**src/design/hchb_pkg.sv**
```systemverilog
// shared types, constants and register codes for the hexagon height binning block
package hchb_pkg;

    localparam int TABLE_COLUMNS   = 64;
    localparam int TABLE_HALF_ROWS = 128;
    localparam int COL_BITS        = $clog2(TABLE_COLUMNS);
    localparam int HR_BITS         = $clog2(TABLE_HALF_ROWS);
    localparam int IDX_BITS        = COL_BITS + HR_BITS;
    localparam int DEPTH           = TABLE_COLUMNS * TABLE_HALF_ROWS;

    // register indexes
    localparam logic [2:0] REG_CELL_LENGTH = 3'd0;
    localparam logic [2:0] REG_CELL_WIDTH  = 3'd1;
    localparam logic [2:0] REG_THRESHOLD   = 3'd2;
    localparam logic [2:0] REG_COL_OFFSET  = 3'd3;
    localparam logic [2:0] REG_ROW_OFFSET  = 3'd4;

    typedef struct packed {
        logic [15:0] cell_length;
        logic [15:0] cell_width;
        logic [15:0] height_threshold;
        logic [7:0]  column_offset;
        logic [7:0]  row_offset;
    } cfg_t;

    // controller to datapath
    typedef struct packed {
        logic clr;        // clear one frame tag entry
        logic load;       // capture input word, start dividers
        logic div_step;   // one restoring step on both quotients
        logic div_fix;    // floor correction
        logic cand;       // form candidates
        logic meas;       // compute distances (one candidate)
        logic [1:0] dsel; // candidate being measured
        logic rd;         // issue table read
        logic upd;        // merge and write back
        logic frame;      // toggle frame tag
    } cmd_t;

    // datapath to controller
    typedef struct packed {
        logic clr_done;
        logic div_done;
        logic in_table;
    } stat_t;

endpackage

```
**src/design/hchb_ctrl.sv**
```systemverilog
// sequencer for one point: divide, pick centre, table read-modify-write
module hchb_ctrl import hchb_pkg::*; (
    input  logic  clk,
    input  logic  rst_n,
    input  logic  in_fire,
    input  logic  in_new_frame,
    input  logic  out_free,
    input  stat_t stat,
    output cmd_t  cmd,
    output logic  busy,
    output logic  out_load
);
    typedef enum logic [10:0] {
        S_CLR  = 11'b00000000001,
        S_IDLE = 11'b00000000010,
        S_DIV  = 11'b00000000100,
        S_FIX  = 11'b00000001000,
        S_CAND = 11'b00000010000,
        S_DIST = 11'b00000100000,
        S_PICK = 11'b00001000000,
        S_RD   = 11'b00010000000,
        S_WAIT = 11'b00100000000,
        S_UPD  = 11'b01000000000,
        S_OUT  = 11'b10000000000
    } state_t;

    state_t     state_reg, state_next;
    logic [1:0] d_reg, d_next;

    always_ff @(posedge clk or negedge rst_n)
    begin
        if (!rst_n)
        begin
            state_reg <= S_CLR;
            d_reg     <= 2'd0;
        end
        else
        begin
            state_reg <= state_next;
            d_reg     <= d_next;
        end
    end

    // next state and commands
    always_comb
    begin
        state_next = state_reg;
        d_next     = d_reg;
        cmd        = '0;
        cmd.dsel   = d_reg;
        out_load   = 1'b0;
        case (state_reg)
            S_CLR:
            begin
                cmd.clr = 1'b1;
                if (stat.clr_done)
                begin
                    state_next = S_IDLE;
                end
            end
            S_IDLE:
            begin
                if (in_fire)
                begin
                    cmd.load   = 1'b1;
                    cmd.frame  = in_new_frame;
                    state_next = S_DIV;
                end
            end
            S_DIV:
            begin
                cmd.div_step = 1'b1;
                if (stat.div_done)
                begin
                    state_next = S_FIX;
                end
            end
            S_FIX:
            begin
                cmd.div_fix = 1'b1;
                state_next  = S_CAND;
            end
            S_CAND:
            begin
                cmd.cand   = 1'b1;
                d_next     = 2'd0;
                state_next = S_DIST;
            end
            S_DIST:
            begin
                cmd.meas = 1'b1;
                if (d_reg == 2'd2)
                begin
                    state_next = S_PICK;
                end
                d_next = d_reg + 2'd1;
            end
            S_PICK:
            begin
                // last square lands in the running minimum
                state_next = S_RD;
            end
            S_RD:
            begin
                cmd.rd     = 1'b1;
                state_next = stat.in_table ? S_WAIT : S_OUT;
            end
            S_WAIT:
            begin
                state_next = S_UPD;
            end
            S_UPD:
            begin
                cmd.upd    = 1'b1;
                state_next = S_OUT;
            end
            S_OUT:
            begin
                if (out_free)
                begin
                    out_load   = 1'b1;
                    state_next = S_IDLE;
                end
            end
            default:
            begin
                state_next = S_IDLE;
            end
        endcase
    end

    assign busy = (state_reg != S_IDLE);
endmodule

```
**config.mk**
```make
export PLATFORM = sky130hd
export DESIGN_NAME = hchb_ctrl
export DESIGN_NICKNAME = d
export VERILOG_FILES = /design/src/design/hchb_pkg.sv /design/src/design/hchb_ctrl.sv
export SDC_FILE = /design/constraint.sdc
export NUM_CORES = 1
export LEC_CHECK = 0
export BUFFER_PORTS_ARGS = -buffer_cell sky130_fd_sc_hd__buf_2
export CORE_MARGIN = 8
export CORE_UTILIZATION = 51
export DETAILED_ROUTE_END_ITERATION = 8
export PLACE_DENSITY = 0.79
export SKIP_LAST_GASP = 1
export SLEW_MARGIN = 20
export SYNTH_ARGS = -nofsm -noshare
export SYNTH_HDL_FRONTEND = slang
export SYNTH_SLANG_ARGS = --single-unit
```
**constraint.sdc**
```tcl
create_clock -name clk -period 2.9 [get_ports clk]
set_clock_uncertainty 0.15 [all_clocks]
set_input_delay 0.145 -clock clk [delete_from_list [all_inputs] [get_ports clk]]
set_output_delay 0.145 -clock clk [all_outputs]
set_load 0.01 [all_outputs]
```
==> out/qor.csv, run 1 <==
stage,metric,value,unit
outcome,status,completed,
pwr,PD cells,764,nW/µm²
synthesis,yosys warns,0,
die,die height,56.6,µm
drt,Avg Vias per Cell,5.83,
die,Starting Density,0.551,
timing,Final period util,0.879,
placement,routability cong.,0.796,
layout,post-layout net count,126,
drt,initial DRC count,18,
layout,fillers,142,
timing,sum of negative setup slack,0,ns
min_path,beginning of the worst hold path,stat[1],
critical_path,Critical Setup Path Class,reg -> out,
global_routing,vias in the first global route,755,
drt,Total Wirelength,1930,µm
clock_tree,"Reg clk slew, reported paths",0.08,ns
clock_tree,TritonCTS Buffers,3,
timing,RSZ-0062 raised after global routing,no,
clock_tree,CTS resizes,0,
synthesis,Yosys reg bits,13,
flow_run,total of max-cap violations,0,
critical_path,crit path DAT,2.25,ns
global_routing,antenna violations before repair,0,
critical_path,Reg-to-Reg Start,state_reg[5]$_DFFE_PN0P_,
min_path,worst hold-check path type,in -> reg,
synthesis,Syn Std Cell Area,840,µm²
critical_path,worst setup path startpoint,state_reg[5]$_DFFE_PN0P_,
clock_tree,Sinks on Clock Net,13,
clock_tree,worst skew pair latency,0.28,ns
synthesis,post-synthesis area per instance,8.84,µm²
drt,first-pass iteration count of the detailed router,4,
pwr,Tot Pwr,756,µW
global_routing,wire length of the first global-routing pass,3490,µm
global_routing,pin count of the biggest net entering global routing,14,
clock_tree,CTS tree,done,
placement,Port Buffers,20,
layout,fin cells,132,
layout,n_diodes,0,
die,row count,14,
global_routing,total track usage,0.134,
layout,Largest register FFs,11,
placement,Cells after DPL,125,
die,die area,3200,µm²
die,core footprint,1520,µm²
pwr,LEAKAGE,0.000484,µW
drt,via count,769,
die,# IOs,21,
drt,drt drc,0,
clock_tree,Max Buffers Root-to-Sink,2,
critical_path,CP startpoint kind,register,
critical_path,CP Max Fanout,9,
synthesis,post-synthesis sequential area ratio,0.389,
clock_tree,CTS root buffer,clkbuf_4,
timing,f_max,0.392,GHz
timing,Final Critical Period,2.55,ns
timing,relative slew slack,0.597,
critical_path,CP endpoint kind,output pin,
clock_tree,H-tree level count,1,
timing,Slew @ Worst Pin,0.599,ns
drt,WL per Instance,14.6,µm
die,Die Wd,56.6,µm
synthesis,Post-Synthesis Cells,95,
layout,ratio of cells with drive above 1 in the final layout,0.241,
synthesis,Post-Syn Nets,104,
placement,hpwl dp,1450,µm
timing,"Slew Viols, Final",0,
layout,Area growth syn-to-layout,17.9,%
timing,Hold Fails Final Rpt,0,
timing,Final setup viols,0,
synthesis,Synth cell types,36,
global_routing,GRT overflow,0,
drt,DRT antenna net count,0,
critical_path,WP data required,2.61,ns
pwr,VDD IR max,412,µV
## per-layer routing
layer  track usage  vias to the layer above  share of wire
met5             0                        -              0
met4        0.0447                        0          0.013
met3        0.0584                        5          0.056
met2         0.213                       20           0.48
met1         0.155                      362           0.46
li1              -                      382              -
## path summary, 6_finish.rpt
path,endpoint,slack [ns],cells past startpoint
min in group asynchronous,state_reg[1]$_DFFE_PN0P_,0.13,2
worst min register to register,d_reg[1]$_DFFE_PN0P_,0.41,1
max in group asynchronous,state_reg[0]$_DFFE_PN1P_,2.19,2
worst min-delay path,state_reg[2]$_DFFE_PN0P_,0.08,3
worst max-delay path,cmd[0],0.35,6
worst max register to register,state_reg[1]$_DFFE_PN0P_,0.59,5
## cell usage after synthesis
library cell,count,area [µm²]
dfrtp_1,12,300
nand2_1,8,30.0
nor2_1,6,22.5
nor3b_1,6,45.0
clkbuf_1,5,18.8
inv_1,5,18.8
o21ai_0,5,25.0
and2_1,4,25.0
nand3_1,3,15.0
nor3_1,3,15.0
or3_1,3,18.8
a21oi_1,2,10.0
a22o_1,2,17.5
and3_1,2,12.5
nand3b_1,2,15.0
nor2b_1,2,12.5
nor4_2,2,25.0
nor4b_1,2,17.5
o32ai_1,2,17.5
or2_1,2,12.5
xor2_1,2,17.5
a211oi_1,1,7.51
a31oi_1,1,6.26
buf_4,1,7.51
dfstp_2,1,26.3
ha_1,1,12.5
mux2_4,1,15.0
nand2b_1,1,6.26
nand4_1,1,6.26
nor3_2,1,10.0
nor4_1,1,6.26
o2111ai_1,1,8.76
o2bb2ai_1,1,8.76
o31ai_1,1,7.51
or4b_1,1,10.0
xnor2_1,1,8.76
## logic make-up after synthesis
family | synth area share
AND/OR/NAND/NOR | 0.364
AO/OA/AOI/OAI | 0.130
flip-flops | 0.389
buffers and inverters | 0.0537
XOR/XNOR | 0.0313
multiplexers | 0.0179
adder cells (fa/ha/maj) | 0.0149
## through the flow
step | area (µm²) | utilization | hold WS, ns | worst slack [ns]
after floorplan | 840 | - | -0.301 | 0.852
after global placement | 933 | 0.612 | -0.103 | 0.683
after detailed placement | 933 | 0.612 | -0.101 | 0.625
after CTS | 990 | 0.649 | 0.0685 | 0.344
after global routing | 990 | 0.649 | 0.0681 | 0.136
final | 990 | 0.649 | 0.0755 | 0.351
## cell usage in the layout (no fill, tap or decap), drive strengths merged, types with 3 or more instances in the layout
master,netlist,routed
clkbuf,5,4
and2,4,4
o21ai,5,5
nor3,4,4
nor3b,6,6
nor4,3,3
dfrtp,12,12
buf,1,20
nor2,6,6
dlygate4sd3,0,3
nand3,3,3
or3,3,3
inv,5,5
nand2,8,8
## worst max-delay path, stage by stage, from the launching register on
cell and delay, ns:
dfrtp_1 0.49, nor4_2 0.61, nand2_1 0.13, nor3_1 0.26, and3_1 0.24, and2_1 0.12, buf_2 0.12
## what timing repair did
item / 4_1_cts / 5_1_grt
hold endpoints to repair: 16 / 0
buffers inserted: 0 / 0
hold buffers: 3 / 0
## layout make-up
type	instances	area, µm²	area share
well taps	16	20.0	0.0202
clock buffers	4	26.3	0.0265
multi-input cells	71	468	0.473
repair buffers	23	130	0.131
inverters	5	18.8	0.0190
flip-flops and latches	13	327	0.330
## power by group
part | switching, µW | internal [µW] | leakage, µW
sequential | 57.2 | 213 | 0.000174
combinational | 196 | 175 | 0.000295
clock | 61.1 | 53.4 | 0.0000150
total | 314 | 441 | 0.000484
Note: power is estimated with default switching activity, not from simulation.
==> run 2: changes to the inputs <==
--- a/config.mk
+++ b/config.mk
@@ -7,9 +7,10 @@
 export LEC_CHECK = 0
 export BUFFER_PORTS_ARGS = -buffer_cell sky130_fd_sc_hd__buf_2
 export CORE_MARGIN = 8
-export CORE_UTILIZATION = 51
+export CORE_UTILIZATION = 54
+export CTS_BUF_LIST = sky130_fd_sc_hd__clkbuf_4
 export DETAILED_ROUTE_END_ITERATION = 8
-export PLACE_DENSITY = 0.79
+export PLACE_DENSITY = 0.83
 export SKIP_LAST_GASP = 1
 export SLEW_MARGIN = 20
 export SYNTH_ARGS = -nofsm -noshare
==> out/qor.csv, run 2 (synthesis results as in run 1) <==
stage,metric,value,unit
timing,Final period util,0.855,
drt,via count,762,
clock_tree,"Setup Fix Bufs, Post-CTS",0,
timing,Final setup viols,0,
die,# IOs,21,
min_path,hold path depth,3,
global_routing,vias in the first global route,759,
pwr,VDD IR max,532,µV
layout,most frequent cells in the layout,"buf_2 (20), dfrtp_1 (12), nand2_1 (8), nor2_1 (6), nor3b_1 (6)",
die,die area,3070,µm²
timing,f_max,0.403,GHz
global_routing,total track usage,0.120,
critical_path,WP data required,2.61,ns
drt,DRT antenna net count,0,
pwr,Tot Pwr,758,µW
clock_tree,CTS tree,done,
clock_tree,Sinks on Clock Net,13,
die,die height,55.4,µm
critical_path,sum of buffers and inverters on the critical path,1,
min_path,worst hold-check path type,in -> reg,
global_routing,pin count of the biggest net entering global routing,14,
flow_run,total of max-cap violations,0,
timing,hold slack final,0.0788,ns
pwr,Switch Pwr,307,µW
layout,post-layout net count,126,
timing,sum of negative setup slack,0,ns
placement,hpwl dp,1370,µm
critical_path,Critical Path Max Stage Delay,0.55,ns
die,Die Wd,55.4,µm
clock_tree,worst skew pair latency,0.27,ns
critical_path,Critical Setup Path Class,reg -> out,
layout,Largest register FFs,11,
drt,first-pass iteration count of the detailed router,4,
pwr,Gate power share,0.486,
placement,routability cong.,0.770,
critical_path,cell chain of the critical path,nor4_2 -> nand2_1 -> nor3_1 -> and3_1 -> and2_1 -> buf_2,
timing,Hold Fails Final Rpt,0,
clock_tree,"Reg clk slew, reported paths",0.08,ns
die,row count,14,
timing,Slew @ Worst Pin,0.543,ns
timing,RSZ-0062 raised after global routing,no,
critical_path,"Slowest-stage cell, CP",nor4_2,
critical_path,CP endpoint kind,output pin,
layout,design area,993,µm²
layout,n_diodes,0,
outcome,status,completed,
placement,Port Buffers,20,
die,Starting Density,0.564,
pwr,LEAKAGE,0.000487,µW
clock_tree,TritonCTS Buffers,3,
clock_tree,Max Buffers Root-to-Sink,2,
timing,"Slew Viols, Final",0,
layout,ratio of cells with drive above 1 in the final layout,0.250,
global_routing,wire length of the first global-routing pass,3140,µm
pwr,PD cells,763,nW/µm²
drt,drt drc,0,
timing,relative slew slack,0.635,
critical_path,CP Max Fanout,12,
timing,final worst slack,0.421,ns
drt,initial DRC count,11,
global_routing,GRT overflow,0,
critical_path,CP startpoint kind,register,
global_routing,antenna violations before repair,0,
timing,Final Critical Period,2.48,ns
placement,DP Area,933,µm²
die,core footprint,1490,µm²
pwr,Clk pwr share,0.159,
pwr,internal power,451,µW
clock_tree,CTS root buffer,clkbuf_4,
critical_path,"delay-heaviest family, CP",simple AND/OR/NAND/NOR gates,
drt,Total Wirelength,1790,µm
drt,Avg Vias per Cell,5.77,
critical_path,Reg2Reg Depth,5,
placement,Placement Setup Slack,0.635,ns
drt,WL per Instance,13.5,µm
clock_tree,H-tree level count,1,
layout,Area growth syn-to-layout,18.3,%
critical_path,crit path DAT,2.18,ns
layout,"commonest non-fill, non-tap cell in the layout",buf_2,
pwr,Reg power frac,0.355,
pwr,switching part of the total,0.405,
critical_path,Crit path depth,6,
-- run 2: metal layers --
| metal | up-vias | global-route usage | share of wire |
|---|---|---|---|
| li1 | 382 | - | - |
| met1 | 359 | 0.146 | 0.48 |
| met2 | 19 | 0.184 | 0.46 |
| met3 | 2 | 0.0365 | 0.053 |
| met4 | 0 | 0.0599 | 0.0078 |
| met5 | - | 0 | 0 |
-- run 2: worst paths after layout --
| path | endpoint | slack (ns) | start |
|---|---|---|---|
| min in group asynchronous | state_reg[9]$_DFFE_PN0P_ | 0.13 | rst_n |
| max in group asynchronous | state_reg[0]$_DFFE_PN1P_ | 2.20 | rst_n |
| setup reg to reg | state_reg[1]$_DFFE_PN0P_ | 0.63 | state_reg[4]$_DFFE_PN0P_ |
| hold / removal | state_reg[2]$_DFFE_PN0P_ | 0.08 | stat[1] |
| hold reg to reg | d_reg[1]$_DFFE_PN0P_ | 0.41 | d_reg[1]$_DFFE_PN0P_ |
| setup / recovery | cmd[0] | 0.42 | state_reg[4]$_DFFE_PN0P_ |
-- run 2: through the flow --
step	utilization	cells
detailed placement	0.627	125
global placement	0.627	125
floorplan	-	95
CTS	0.667	132
global route	0.667	132
finish	0.667	132
-- run 2: layout make-up --
| cell class | count | area [µm²] |
|---|---|---|
| Clock buffer | 4 | 30.0 |
| Fill cell | 123 | 495 |
| Inverter | 5 | 18.8 |
| Multi-Input combinational cell | 71 | 468 |
| Sequential cell | 13 | 327 |
| Tap cell | 16 | 20.0 |
| Timing Repair Buffer | 23 | 130 |
-- run 2: tightest hold or removal path, delay by kind of cell --
| kind | cells | cell delay, ns |
|---|---|---|
| AND/OR/NAND/NOR | 2 | 0.24 |
| buffers and inverters | 1 | 0.07 |
-- run 2: timing repair --
action | 4_1_cts | 5_1_grt
setup endpoints to repair | 0 | 0
resized for setup | 0 | 0
endpoints found under the hold margin | 16 | 0
hold buffers | 3 | 0
-- run 2: power by group through the flow --
stage	Sequential (µW)	Combinational (µW)	Clock (µW)
global route	276	414	132
CTS	269	373	125
detailed placement	271	369	0
finish	269	368	121
global placement	267	362	0
floorplan	249	295	0
==> run 3: changes to the inputs <==
--- a/config.mk
+++ b/config.mk
@@ -5,11 +5,13 @@
 export SDC_FILE = /design/constraint.sdc
 export NUM_CORES = 1
 export LEC_CHECK = 0
+export ABC_CLOCK_PERIOD_IN_PS = 2900
 export BUFFER_PORTS_ARGS = -buffer_cell sky130_fd_sc_hd__buf_2
 export CORE_MARGIN = 8
 export CORE_UTILIZATION = 54
 export CTS_BUF_LIST = sky130_fd_sc_hd__clkbuf_4
 export DETAILED_ROUTE_END_ITERATION = 8
+export MAX_ROUTING_LAYER = met4
 export PLACE_DENSITY = 0.83
 export SKIP_LAST_GASP = 1
 export SLEW_MARGIN = 20
==> out/qor.csv, run 3 (synthesis results as in run 1) <==
stage,metric,value,unit
timing,Final period util,0.855,
layout,n_diodes,0,
layout,fillers,123,
layout,Area growth syn-to-layout,18.3,%
drt,Total Wirelength,1790,µm
clock_tree,TritonCTS Buffers,3,
layout,"commonest non-fill, non-tap cell in the layout",buf_2,
drt,via count,762,
drt,initial DRC count,11,
critical_path,WP data required,2.61,ns
critical_path,R2R setup slack,0.63,ns
timing,f_max,0.403,GHz
critical_path,crit path DAT,2.18,ns
global_routing,vias in the first global route,759,
global_routing,antenna violations before repair,0,
critical_path,Reg-to-Reg End,state_reg[1]$_DFFE_PN0P_,
placement,routability cong.,0.780,
clock_tree,"Setup Fix Bufs, Post-CTS",0,
timing,relative slew slack,0.635,
pwr,LEAKAGE,0.000487,µW
clock_tree,"Reg clk slew, reported paths",0.08,ns
clock_tree,CTS tree,done,
global_routing,pin count of the biggest net entering global routing,14,
layout,most frequent cells in the layout,"buf_2 (20), dfrtp_1 (12), nand2_1 (8), nor2_1 (6), nor3b_1 (6)",
critical_path,CP startpoint kind,register,
die,# IOs,21,
die,die area,3070,µm²
timing,Final setup viols,0,
layout,final core occ,0.667,
timing,sum of negative setup slack,0,ns
drt,drt drc,0,
die,Die Wd,55.4,µm
drt,DRT antenna net count,0,
global_routing,GRT overflow,0,
critical_path,Reg-to-Reg Start,state_reg[4]$_DFFE_PN0P_,
critical_path,worst setup path startpoint,state_reg[4]$_DFFE_PN0P_,
timing,"Slew Viols, Final",0,
critical_path,Reg2Reg Depth,5,
placement,Port Buffers,20,
critical_path,CP Max Fanout,12,
timing,Final Critical Period,2.48,ns
placement,DP Area,933,µm²
drt,WL per Instance,13.6,µm
global_routing,total track usage,0.123,
drt,first-pass iteration count of the detailed router,4,
die,Starting Density,0.564,
pwr,VDD IR max,532,µV
layout,post-layout net count,126,
clock_tree,worst skew pair latency,0.27,ns
layout,Largest register FFs,11,
timing,Slew @ Worst Pin,0.543,ns
pwr,PD cells,763,nW/µm²
clock_tree,H-tree level count,1,
die,core footprint,1490,µm²
die,die height,55.4,µm
layout,design area,993,µm²
die,row count,14,
min_path,worst hold-check path type,in -> reg,
timing,RSZ-0062 raised after global routing,no,
critical_path,worst setup path endpoint,cmd[0],
layout,ratio of cells with drive above 1 in the final layout,0.250,
clock_tree,Sinks on Clock Net,13,
timing,Hold Fails Final Rpt,0,
drt,Avg Vias per Cell,5.77,
placement,hpwl dp,1370,µm
critical_path,Critical Setup Path Class,reg -> out,
clock_tree,Max Buffers Root-to-Sink,2,
pwr,Tot Pwr,758,µW
global_routing,wire length of the first global-routing pass,3150,µm
outcome,status,completed,
clock_tree,CTS root buffer,clkbuf_4,
critical_path,CP endpoint kind,output pin,
flow_run,total of max-cap violations,0,
run 3: how the worst min path moves through the flow:
stage	start	end	cells past startpoint	slack (ns)
after floorplan	rst_n	d_reg[0]$_DFFE_PN0P_	0	-0.30
after global placement	rst_n	state_reg[9]$_DFFE_PN0P_	1	-0.10
after detailed placement	rst_n	state_reg[9]$_DFFE_PN0P_	1	-0.10
after CTS	stat[1]	state_reg[2]$_DFFE_PN0P_	3	0.08
after global routing	stat[1]	state_reg[2]$_DFFE_PN0P_	3	0.08
final	stat[1]	state_reg[2]$_DFFE_PN0P_	3	0.08
run 3: metrics by stage:
stage	setup WS, ns	hold WS (ns)	cells
5_1_grt	0.267	0.0796	132
3_5_place_dp	0.635	-0.103	125
6_report	0.420	0.0788	132
2_1_floorplan	0.852	-0.301	95
4_1_cts	0.432	0.0778	132
3_3_place_gp	0.647	-0.102	125
run 3: critical path: stages (launching register included):
cell,delay (ns)
dfrtp_1,0.49
nor4_2,0.55
nand2_1,0.13
nor3_1,0.27
and3_1,0.24
and2_1,0.12
buf_2,0.12
run 3: layout make-up:
class	count	area (µm²)	area share
multi-input cells	71	468	0.471
flip-flops and latches	13	327	0.329
repair buffers	23	130	0.131
clock buffers	4	30.0	0.0302
well taps	16	20.0	0.0202
inverters	5	18.8	0.0189
run 3: timing repair:
item,4_1_cts,5_1_grt
hold buffers,3,0
endpoints found under the setup margin,0,0
resized for setup,0,0
endpoints found under the hold margin,16,0
run 3: report_power, final:
part | internal, µW | switching (µW) | total (µW)
Sequential | 213 | 56.2 | 269
Clock | 62.6 | 58.2 | 121
Combinational | 175 | 193 | 368
run 3: layer usage:
metal	vias to the layer above	wire length, µm	track usage
met2	19	824	0.184
met1	357	863	0.148
met4	0	14	0.0599
li1	384	-	-
met5	-	0	-
met3	2	87	0.0342
